--- src/hw/rtl/dilp_pkg.sv ---
// shared constants and types of the decimal line parser
`default_nettype none

package dilp_pkg;

    // line buffer size; the digit stack holds one less
    localparam int BUFFER_BYTES = 16;
    localparam int STACK_DEPTH  = BUFFER_BYTES - 1;
    localparam int IDX_W        = (STACK_DEPTH > 1) ? $clog2(STACK_DEPTH) : 1;
    localparam int CNT_W        = $clog2(STACK_DEPTH + 1);

    localparam int CHAR_W  = 8;
    localparam int DIGIT_W = 4;
    localparam int NUM_W   = 32;

    // character codes
    localparam logic [CHAR_W-1:0] CH_CR    = 8'h0D;
    localparam logic [CHAR_W-1:0] CH_LF    = 8'h0A;
    localparam logic [CHAR_W-1:0] CH_BS    = 8'h08;
    localparam logic [CHAR_W-1:0] CH_MINUS = 8'h2D;
    localparam logic [CHAR_W-1:0] CH_ZERO  = 8'h30;
    localparam logic [CHAR_W-1:0] CH_NINE  = 8'h39;

    // sequencer states
    typedef enum logic [2:0] {
        ST_IDLE = 3'b001,
        ST_ACC  = 3'b010,
        ST_SIGN = 3'b100
    } t_state;

    // shared arithmetic unit operations
    typedef enum logic {
        ALU_MAC = 1'b0,
        ALU_NEG = 1'b1
    } t_alu_op;

    typedef struct packed {
        t_alu_op            op;
        logic [NUM_W-1:0]   acc;
        logic [DIGIT_W-1:0] digit;
    } t_alu_req;

    // digit stack ports
    typedef struct packed {
        logic               en;
        logic [IDX_W-1:0]   addr;
        logic [DIGIT_W-1:0] data;
    } t_stk_wr;

    typedef struct packed {
        logic             en;
        logic [IDX_W-1:0] addr;
    } t_stk_rd;

endpackage

`default_nettype wire

--- src/hw/rtl/dilp_char_if.sv ---
// character input channel interface
`default_nettype none

interface dilp_char_if import dilp_pkg::*; ();
    logic              valid;
    logic              ready;
    logic [CHAR_W-1:0] char_code;

    modport source (output valid, output char_code, input ready);
    modport sink   (input valid, input char_code, output ready);
endinterface

`default_nettype wire

--- src/hw/rtl/dilp_num_if.sv ---
// parsed number output channel interface
`default_nettype none

interface dilp_num_if import dilp_pkg::*; ();
    logic                    valid;
    logic                    ready;
    logic signed [NUM_W-1:0] number_value;

    modport source (output valid, output number_value, input ready);
    modport sink   (input valid, input number_value, output ready);
endinterface

`default_nettype wire

--- src/hw/rtl/dilp_stack.sv ---
// digit stack memory with one write port and a registered read port
`default_nettype none

module dilp_stack import dilp_pkg::*; (
    input  wire logic               i_clk,
    input  wire t_stk_wr            i_wr,
    input  wire t_stk_rd            i_rd,
    output logic [DIGIT_W-1:0]      o_rd_data
);

    logic [DIGIT_W-1:0] r_mem [STACK_DEPTH];

    // write port
    always_ff @(posedge i_clk) begin
        if (i_wr.en) begin
            r_mem[i_wr.addr] <= i_wr.data;
        end
    end

    // registered read port
    always_ff @(posedge i_clk) begin
        if (i_rd.en) begin
            o_rd_data <= r_mem[i_rd.addr];
        end
    end

endmodule

`default_nettype wire

--- src/hw/rtl/dilp_alu.sv ---
// shared arithmetic unit: multiply by ten and add a digit, or negate
`default_nettype none

module dilp_alu import dilp_pkg::*; (
    input  wire t_alu_req          i_req,
    output logic [NUM_W-1:0]       o_res
);

    always_comb begin
        case (i_req.op)
            ALU_MAC: o_res = (i_req.acc << 3) + (i_req.acc << 1) + NUM_W'(i_req.digit);
            ALU_NEG: o_res = (~i_req.acc) + NUM_W'(1);
            default: o_res = i_req.acc;
        endcase
    end

endmodule

`default_nettype wire

--- src/hw/rtl/decimal_integer_line_parser_unit.sv ---
// top level of the decimal line parser: sequencer, state and output register
//
// Usage:
//   i_char takes one received ASCII byte per transaction. Digits are pushed
//   onto a digit stack (dropped when full), backspace pops one digit, a minus
//   sign marks the number negative while no digit is held, other bytes are
//   ignored. CR or LF ends the line and produces one transaction on o_num
//   carrying the value modulo 2^32, negated if marked negative.
//   Throughput: a non-terminator byte leaves i_char.ready high. A
//   terminator walks the stored digits through the shared multiply-add
//   unit one per cycle, then the sign step loads the result into the
//   output register; i_char.ready is low from the accepted terminator
//   until that load.
//   The result waits in an output register; i_char keeps accepting while
//   o_num is stalled, but a following terminator holds in its sign step
//   until the pending result has been taken.
//   Reset (synchronous, active low) empties the stack, clears the sign and
//   drops any pending result.
`default_nettype none

module decimal_integer_line_parser_unit import dilp_pkg::*; (
    input  wire logic    i_clk,
    input  wire logic    i_rst_n,
    dilp_char_if.sink    i_char,
    dilp_num_if.source   o_num
);

    t_state             r_state, n_state;
    logic [CNT_W-1:0]   r_cnt,   n_cnt;
    logic               r_neg,   n_neg;
    logic               r_out_vld, n_out_vld;
    logic               r_rd_vld,  n_rd_vld;
    logic [CNT_W-1:0]   r_idx,   n_idx;
    logic [NUM_W-1:0]   r_acc,   n_acc;
    logic [NUM_W-1:0]   r_num,   n_num;

    logic               in_fire;
    logic               is_term, is_bs, is_minus, is_digit;
    logic [CHAR_W-1:0]  ch;
    t_stk_wr            stk_wr;
    t_stk_rd            stk_rd;
    logic [DIGIT_W-1:0] rd_data;
    t_alu_req           alu_req;
    logic [NUM_W-1:0]   alu_res;

    // digit stack and shared arithmetic unit
    dilp_stack u_stack (
        .i_clk     (i_clk),
        .i_wr      (stk_wr),
        .i_rd      (stk_rd),
        .o_rd_data (rd_data)
    );

    dilp_alu u_alu (
        .i_req (alu_req),
        .o_res (alu_res)
    );

    // handshake and character decode
    assign i_char.ready       = (r_state == ST_IDLE);
    assign in_fire            = i_char.valid && i_char.ready;
    assign ch                 = i_char.char_code;
    assign is_term            = (ch == CH_CR) || (ch == CH_LF);
    assign is_bs              = (ch == CH_BS);
    assign is_minus           = (ch == CH_MINUS);
    assign is_digit           = (ch >= CH_ZERO) && (ch <= CH_NINE);
    assign o_num.valid        = r_out_vld;
    assign o_num.number_value = $signed(r_num);

    // sequencer
    always_comb begin
        n_state   = r_state;
        n_cnt     = r_cnt;
        n_neg     = r_neg;
        n_out_vld = r_out_vld;
        n_rd_vld  = r_rd_vld;
        n_idx     = r_idx;
        n_acc     = r_acc;
        n_num     = r_num;
        stk_wr    = '{en: 1'b0, addr: r_cnt[IDX_W-1:0], data: DIGIT_W'(ch - CH_ZERO)};
        stk_rd    = '{en: 1'b0, addr: r_idx[IDX_W-1:0]};
        alu_req   = '{op: ALU_MAC, acc: r_acc, digit: rd_data};

        // result taken by the receiver
        if (o_num.valid && o_num.ready) begin
            n_out_vld = 1'b0;
        end

        case (r_state)
            ST_IDLE: begin
                if (in_fire) begin
                    if (is_term) begin
                        n_state  = ST_ACC;
                        n_idx    = '0;
                        n_rd_vld = 1'b0;
                        n_acc    = '0;
                    end else if (is_bs && (r_cnt != '0)) begin
                        n_cnt = CNT_W'(r_cnt - 1'b1);
                    end else if (is_minus && (r_cnt == '0)) begin
                        n_neg = 1'b1;
                    end else if (is_digit && (r_cnt < CNT_W'(STACK_DEPTH))) begin
                        stk_wr.en = 1'b1;
                        n_cnt     = CNT_W'(r_cnt + 1'b1);
                    end
                end
            end
            ST_ACC: begin
                // fold in the digit read last cycle
                if (r_rd_vld) begin
                    n_acc = alu_res;
                end
                if (r_idx != r_cnt) begin
                    stk_rd.en = 1'b1;
                    n_idx     = CNT_W'(r_idx + 1'b1);
                    n_rd_vld  = 1'b1;
                end else begin
                    n_rd_vld = 1'b0;
                    n_state  = ST_SIGN;
                end
            end
            ST_SIGN: begin
                alu_req.op = ALU_NEG;
                if (!r_out_vld || o_num.ready) begin
                    n_num     = r_neg ? alu_res : r_acc;
                    n_out_vld = 1'b1;
                    n_cnt     = '0;
                    n_neg     = 1'b0;
                    n_state   = ST_IDLE;
                end
            end
            default: begin
                n_state = ST_IDLE;
            end
        endcase
    end

    // control registers
    always_ff @(posedge i_clk) begin
        if (!i_rst_n) begin
            r_state   <= ST_IDLE;
            r_cnt     <= '0;
            r_neg     <= 1'b0;
            r_out_vld <= 1'b0;
            r_rd_vld  <= 1'b0;
        end else begin
            r_state   <= n_state;
            r_cnt     <= n_cnt;
            r_neg     <= n_neg;
            r_out_vld <= n_out_vld;
            r_rd_vld  <= n_rd_vld;
        end
    end

    // datapath registers
    always_ff @(posedge i_clk) begin
        r_idx <= n_idx;
        r_acc <= n_acc;
        r_num <= n_num;
    end

    // digit count never exceeds the stack depth
    a_cnt_range: assert property (@(posedge i_clk) disable iff (!i_rst_n)
        r_cnt <= CNT_W'(STACK_DEPTH))
        else $error("digit count beyond stack depth");

    // a terminator always starts the digit walk
    a_term_walk: assert property (@(posedge i_clk) disable iff (!i_rst_n)
        (in_fire && is_term) |=> (r_state == ST_ACC))
        else $error("terminator did not start digit walk");

    // the walk index stays within the held digits
    a_idx_range: assert property (@(posedge i_clk) disable iff (!i_rst_n)
        (r_state == ST_ACC) |-> (r_idx <= r_cnt))
        else $error("walk index beyond digit count");

    // a result only appears after the sign step
    a_out_src: assert property (@(posedge i_clk) disable iff (!i_rst_n)
        $rose(r_out_vld) |-> $past(r_state == ST_SIGN))
        else $error("result without sign step");

endmodule

`default_nettype wire

--- src/flat_wrapper.sv ---
// flat-port wrapper written by rule: the top's interface ports become plain ports
module decimal_integer_line_parser_unit_flat import dilp_pkg::*;
  (i_clk, i_rst_n, i_char_valid, i_char_char_code, i_char_ready, o_num_valid, o_num_number_value, o_num_ready);
  dilp_char_if i_char_i ();
  dilp_num_if o_num_i ();
  input  wire logic i_clk;
  input  wire logic i_rst_n;
  input wire logic [$bits(i_char_i.valid)-1:0] i_char_valid;
  input wire logic [$bits(i_char_i.char_code)-1:0] i_char_char_code;
  output wire logic [$bits(i_char_i.ready)-1:0] i_char_ready;
  output wire logic [$bits(o_num_i.valid)-1:0] o_num_valid;
  output wire logic [$bits(o_num_i.number_value)-1:0] o_num_number_value;
  input wire logic [$bits(o_num_i.ready)-1:0] o_num_ready;
  assign i_char_i.valid = i_char_valid;
  assign i_char_i.char_code = i_char_char_code;
  assign i_char_ready = i_char_i.ready;
  assign o_num_valid = o_num_i.valid;
  assign o_num_number_value = o_num_i.number_value;
  assign o_num_i.ready = o_num_ready;
  decimal_integer_line_parser_unit u_core (.i_clk(i_clk), .i_rst_n(i_rst_n), .i_char(i_char_i), .o_num(o_num_i));
endmodule
--- config.mk ---
export PLATFORM = sky130hd
export DESIGN_NAME = decimal_integer_line_parser_unit_flat
export DESIGN_NICKNAME = d
export VERILOG_FILES = /design/src/hw/rtl/dilp_pkg.sv /design/src/hw/rtl/dilp_char_if.sv /design/src/hw/rtl/dilp_num_if.sv /design/src/hw/rtl/dilp_stack.sv /design/src/hw/rtl/dilp_alu.sv /design/src/hw/rtl/decimal_integer_line_parser_unit.sv /design/src/flat_wrapper.sv
export SDC_FILE = /design/constraint.sdc
export NUM_CORES = 1
export LEC_CHECK = 0
export ABC_AREA = 1
export ABC_CLOCK_PERIOD_IN_PS = 5700
export BUFFER_PORTS_ARGS = -buffer_cell sky130_fd_sc_hd__clkbuf_2
export CORE_MARGIN = 4
export CORE_UTILIZATION = 60
export DETAILED_ROUTE_END_ITERATION = 6
export PLACE_DENSITY = 0.78
export SLEW_MARGIN = 20
export SYNTH_ARGS = -nofsm -noshare
export SYNTH_HDL_FRONTEND = slang
export SYNTH_SLANG_ARGS = --single-unit
--- constraint.sdc ---
create_clock -name i_clk -period 5.7 [get_ports i_clk]
set_clock_uncertainty 0.15 [all_clocks]
set_input_delay 0 -clock i_clk [delete_from_list [all_inputs] [get_ports i_clk]]
set_output_delay 0 -clock i_clk [all_outputs]
set_load 0.02 [all_outputs]
==> results of run 1 <==
## report_power, final
part / leakage, nW / total [W] / switching, W / internal, W
sequential: 1.28 / 0.00130 / 0.0000915 / 0.00120
clock: 0.287 / 0.00111 / 0.000458 / 0.000653
combinational: 3.39 / 0.00116 / 0.000771 / 0.000390
## through the flow
stage	instance area [um^2]	util, %	std cells	hold slack, ns	total power, W
floorplan	9660	-	1234	-0.0514	0.00213
global placement	10100	63.7	1472	0.138	0.00241
detailed placement	10100	63.7	1472	0.150	0.00243
CTS	10700	67.9	1512	0.00405	0.00354
global route	10800	68.1	1513	0.0427	0.00377
finish	10800	68.1	1513	0.0104	0.00357
## how the worst min path moves through the flow
stage	end	cells past startpoint
3_3_place_gp	u_core.r_state[0]$_SDFFE_PN1P_	2
4_1_cts	u_core.r_neg$_SDFFE_PN0P_	6
2_1_floorplan	u_core.r_state[0]$_SDFFE_PN1P_	1
3_5_place_dp	u_core.r_state[0]$_SDFFE_PN1P_	2
5_1_grt	u_core.r_neg$_SDFFE_PN0P_	6
6_report	u_core.r_neg$_SDFFE_PN0P_	6
## flip-flops by register name, summed over array words and instances, names as in the netlist
signal,count
u_core.u_stack.r_mem,60
u_core.o_num.number_value,32
u_core.r_acc,32
u_core.r_cnt,4
u_core.r_idx,4
u_core.u_stack.o_rd_data,4
u_core.r_state,3
u_core.o_num.valid,1
u_core.r_neg,1
u_core.r_rd_vld,1
## area by class of cell
cell class                      instances  share of cell area (%)
Clock buffer                           18                    3.98
Timing Repair Buffer                   59                    3.44
Inverter                              177                    6.17
Multi-Input combinational cell        887                    43.8
Sequential cell                       142                    38.6
Tap cell                              216                    2.51
Clock inverter                         14                    1.45
## placed cells by master (no fill, tap or decap), drive strengths merged, types with 2 or more instances in the layout
cell type / instances
nand2: 365
inv: 181
nor2: 143
edfxtp: 132
nand3: 90
clkbuf: 63
ha: 62
a21oi: 55
o21ai: 50
nor3: 22
xor2: 20
nand4: 16
dfxtp: 10
o211ai: 9
xnor2: 8
dlygate4sd3: 8
o22ai: 7
clkinv: 7
o21bai: 6
buf: 6
a31oi: 5
nand3b: 4
o221ai: 4
a31o: 4
a32oi: 4
or2: 4
fa: 3
bufinv: 2
## logic make-up after synthesis
family                     after synthesis
and+or+nand+nor                        646
buffers and inverters                  205
AOI/OAI and AO/OA                      148
DFF                                    142
adders and majority gates               65
xor gates and xnor gates                28
## critical path, delay by kind of cell, from the launching register on
| family | cells | cell delay, ns |
|---|---|---|
| fa+ha+maj | 2 | 1.00 |
| buf+inv | 2 | 0.32 |
| flops | 1 | 0.42 |
| simple gates | 11 | 0.97 |
## layer usage
layer	vias up	GRT usage [%]	wire, um
li1	4184	-	-
met1	3800	37.3	10200
met2	373	48.1	12100
met3	67	4.55	2000
met4	0	10.4	893
met5	-	0	0
## repair_timing
action,CTS,global route
hold buffers,8,0
endpoints found under the hold margin,70,0
endpoints found under the setup margin,0,0
==> impl_metrics.yaml, run 1 <==
outcome:
  status: "completed"
setup_path:
  cp-startpoint: "u_core.r_acc[0]$_SDFFCE_PN0P_"
  cp.arrival_ns: 3.15
  max_stage_delay_ns: 0.51
  critical_path.slowest_cell: "fa_1"
  crit_chain: "inv_1, fa_1, fa_1, inv_1, nand3_1, nand3_1, nand3_1, nand3_1, nand2_1, nand2_1, nand2_1, nand3_1, nand2_1, nand2_1, nand2_1"
  r2r_slack_ns: 2.58
  r2r_cells: 15
  startpoint_type: "register"
  endpoint_kind: "register"
  worstSetupEndpoint: "u_core.o_num.number_value[30]$_DFFE_PP_"
  r2r_start: "u_core.r_acc[0]$_SDFFCE_PN0P_"
  required_ns: 5.73
  r2r-end: "u_core.o_num.number_value[30]$_DFFE_PP_"
  cpMostUsedCell: "nand2_1"
  worstSetupPathType: "reg -> reg"
  path_max_fanout: 4
route:
  drt_iter0_markers: 737
  dr_total_vias: 8424
  ant_nets: 0
  wirelength_um: 25200
  routedWlPerCell_um: 16.7
  drt_first_pass_iters: 7
  via_per_inst: 5.57
  remaining_drc_errors: 0
logic_synthesis:
  ys_seq_area_share_pct: 43.1
  synth_top_family_by_area: "simple AND/OR/NAND/NOR gates"
  synth_top_area_cell: "edfxtp_1"
  synth_compound_area_share_pct: 8.79
  synth_top_area_share_pct: 41.1
  muxShareOfSynthArea_pct: 0
  yosysMostFrequentCell: "nand2_1"
  synthAdderAreaFrac_pct: 8.66
  synth_xor_xnor_area_share_pct: 2.54
  synthTopCellsByCount: "360 x nand2_1, 168 x inv_1, 137 x nor2_1"
  synth_edf_count: 132
  synthSimpleGateAreaFrac_pct: 28.7
  async_flop_share_pct: 0
  synth.area.top_cells: "edfxtp_1 41%, nand2_1 14%, ha_1 8.0%"
  syn_avg_cell_area_um2: 7.82
  synth_cell_type_count: 46
  synth_seq_cells: 142
  syn_nets: 1311
  synth_flop_cell: "edfxtp_1"
  syn_inst: 1234
  syn_area_um2: 9660
  yosysWarnings: 0
placed_design:
  io_buffers: 45
  dp_hpwl_um: 18500
  place.gp.congestion: 0.994
  dpl_worst_slack_ns: 2.64
sta:
  fmax_ghz: 0.320
  slew_headroom_pct: 31.5
  timing.final.ws_setup_ns: 2.58
  fin_crit_sh_pct: 54.8
  period_needed_ns: 3.12
  setup_viol_count_final: 0
  hold_viol: 0
  fin_setup_tns_ns: 0
  worst_pin_slew_ns: 1.03
  slew_viol_final: 0
  rsz0062_at_grt: "false"
final_layout:
  diodes: 0
  drive_gt1_share_pct: 9.10
  seq_area_um2: 4160
  area_growth_pct: 11.6
  fin_nets: 1361
  n_fill_cell: 1302
  multiInputGateArea_um2: 4720
global_route:
  antenna_found_initial: 0
  grt-ovfl-total: 0
  grt_usage_pct: 28.5
  grt_pass1_vias: 7995
  grt_pass1_wl_um: 40300
  grt_max_degree: 40
die:
  initial_core_util_pct: 61.0
  die_w_um: 135
  fp.dieH_um: 135
  dieArea_um2: 18200
  rows: 46
  io_pins: 46
  coreArea_um2: 15800
clock_network:
  clk_path_buf_depth: 2
  postCtsSetupRepairBufs: 0
  post_cts_resized: 0
  clkTransAtPathRegs_ns: 0.06
  cts_made_buffers: 17
  cts.sinks: 142
  htree_levels: 4
  cts_tree: "done"
  root_buffer: "clkbuf_16"
  clkLatencyLatePin_ns: 0.42
min_path:
  worstHoldPathType: "in -> reg"
  min_from: "i_char_char_code[6]"
run:
  cap_violations: 0
pwr:
  cellPowerDensity_nw_per_um2: 331
  peakVddDrop_mv: 0.236
  total_leakage_power_nw: 4.95
Note: power is estimated with default switching activity, not from simulation.
==> inputs of run 2 (changes only) <==
ABC_AREA = 0   (was 1)
ABC_CLOCK_PERIOD_IN_PS = 3150   (was 5700)
clock period = 3.15 ns   (was 5.7 ns; I/O delays follow)
==> run 2 against run 1 <==
The flow now finishes with violations (setup timing); combinational power shrank 76%; power rose by 24%; die area decreased by 11%; synthesized cell count down 37%; fmax decreased by 5.4%.
==> impl_metrics.yaml, run 2 <==
placed_design:
  dpl_worst_slack_ns: -0.156
  io_buffers: 45
  place.gp.congestion: 0.880
  dp_hpwl_um: 15300
min_path:
  min_path_cells: 6
  worstHoldPathType: "in -> reg"
pwr:
  total_leakage_power_nw: 4.13
  cellPowerDensity_nw_per_um2: 406
  peakVddDrop_mv: 0.558
logic_synthesis:
  synth_edf_count: 132
  yosysMostFrequentCell: "edfxtp_1"
  syn_avg_cell_area_um2: 10.9
  syn_nets: 855
  synth_top_area_cell: "edfxtp_1"
  ys_seq_area_share_pct: 49.1
  synth_cell_type_count: 68
  syn_inst: 778
  synth_flop_cell: "edfxtp_1"
  synth_seq_cells: 142
  synthTopCellsByCount: "132 x edfxtp_1, 75 x nor2_1, 62 x ha_1, 62 x nand2_1, 61 x a21oi_1"
  syn_area_um2: 8490
  async_flop_share_pct: 0
  synth_top_area_share_pct: 46.7
  yosysWarnings: 0
  synth.area.top_cells: "edfxtp_1 47%, ha_1 9.1%, mux4_2 4.2%"
route:
  dr_total_vias: 7421
  remaining_drc_errors: 0
  via_per_inst: 6.61
  routedWlPerCell_um: 22.4
  drt_iter0_markers: 1127
  ant_nets: 0
  wirelength_um: 25100
  drt_first_pass_iters: 5
outcome:
  status: "complete, but fails checks"
  violations: "setup timing"
setup_path:
  startpoint_type: "register"
  worstSetupPathType: "reg -> reg"
  critical_path.slowest_cell: "edfxtp_1"
  r2r_cells: 12
  cp.arrival_ns: 3.36
  path_max_fanout: 5
  max_stage_delay_ns: 0.48
  endpoint_kind: "register"
  crit_chain: "ha_4, ha_4, a21oi_2, nand2_1, a221oi_4, o31ai_4, buf_4, a21o_1, a21oi_2, xor2_1, o21ai_0, a22o_1"
  r2r_slack_ns: -0.15
  required_ns: 3.20
global_route:
  grt_pass1_wl_um: 37300
  grt-ovfl-total: 0
  grt_pass1_vias: 7127
  grt_usage_pct: 29.5
  grt_max_degree: 34
  antenna_found_initial: 0
die:
  rows: 43
  fp.dieH_um: 127
  initial_core_util_pct: 61.1
  io_pins: 46
  coreArea_um2: 13900
  dieArea_um2: 16100
  die_w_um: 127
sta:
  fmax_ghz: 0.303
  period_needed_ns: 3.30
  setup_viol_count_final: 17
  worst_pin_slew_ns: 0.888
  fin_crit_sh_pct: 105
  hold_viol: 0
  timing.final.ws_setup_ns: -0.153
  slew_headroom_pct: 40.8
  whs_ns: 0.132
  rsz0062_at_grt: "true"
  slew_viol_final: 0
clock_network:
  clkTransAtPathRegs_ns: 0.07
  root_buffer: "clkbuf_16"
  cts.sinks: 142
  cts_tree: "done"
  clkLatencyLatePin_ns: 0.45
  htree_levels: 4
  cts_made_buffers: 17
  clk_path_buf_depth: 2
final_layout:
  drive_gt1_share_pct: 30.7
  layout_common_cells: "132 x edfxtp_1, 101 x buf_4, 72 x nor2_1"
  largest_reg_flops: 60
  area_growth_pct: 28.2
  regMostFlops: "u_core.u_stack.r_mem"
  diodes: 0
  layout_commonest_cell: "edfxtp_1"
  fin_nets: 1006
run:
  cap_violations: 0
## run 2: cell types whose count changed after synthesis, sizes merged, moves of 9 or more
cell and delta:
nor2 -68, nand2 -302, xnor2 +10, or3 +9, inv -153, nand4 -12
nand3 -68, clkbuf +11, a21o +14, nand2b +15, mux4 +16, and2 +14
## run 2: worst paths after layout
kind                                   from                                       to
max          u_core.r_acc[13]$_SDFFCE_PN0P_  u_core.o_num.number_value[20]$_DFFE_PP_
min                     i_char_char_code[5]             u_core.r_cnt[1]$_SDFFE_PN0P_
max reg2reg  u_core.r_acc[13]$_SDFFCE_PN0P_  u_core.o_num.number_value[20]$_DFFE_PP_
min reg2reg    u_core.r_rd_vld$_SDFFE_PN0P_             u_core.r_rd_vld$_SDFFE_PN0P_
## run 2: metrics by stage
step	TNS [ns]	power (W)	area, um^2	cells	utilization, %
final	-1.20	0.00442	10900	1122	78.4
after global routing	-4.63	0.00455	10900	1122	78.4
after CTS	-0.172	0.00440	10500	1111	75.5
after detailed placement	-1.82	0.00236	9540	1059	68.7
after global placement	-0.867	0.00235	9540	1059	68.7
after floorplan	-0.0237	0.00227	8540	778	-
## run 2: cell type report
cell class / instances / area (um^2)
Multi-Input combinational cell: 582 / 4610
Sequential cell: 142 / 4170
Fill cell: 785 / 3000
Timing Repair Buffer: 164 / 1180
Clock buffer: 17 / 425
Tap cell: 180 / 225
Clock inverter: 15 / 195
Inverter: 22 / 82.6
## run 2: critical path: cells and delay by family, from the launching register on
kind,cells,cell delay (ns)
xor+xnor,1,0.22
simple gates,1,0.15
fa+ha+maj,2,0.55
buf+inv,1,0.15
flops,1,0.48
compound gates,7,1.35
## run 2: kinds of logic after synthesis
kind of cell / synth area share, %
mux: 4.85
simple gates: 15.6
buf+inv: 2.39
xor+xnor: 3.82
flops: 49.1
fa+ha+maj: 9.85
compound gates: 14.5
## run 2: routing by layer
metal / GRT usage, % / wire length, um / part of all wire [%] / vias up
li1: - / - / - / 3247
met1: 39.5 / 9630 / 38 / 3543
met2: 47.2 / 12100 / 48 / 549
met3: 6.53 / 2510 / 10 / 82
met4: 11.2 / 894 / 3.6 / 0
met5: 0 / 0 / 0 / -
## run 2: power by group
group          internal (W)  switching, W
Sequential          0.00206     0.0000249
Combinational      0.000115      0.000164
Clock               0.00108      0.000972
Total               0.00326       0.00116
## run 2: timing repair
item,4_1_cts,5_1_grt
hold buffers,8,0
setup buffers,12,13
endpoints found under the setup margin,28,34
pin swaps,25,28
endpoints found under the hold margin,70,0
resized for setup,34,62
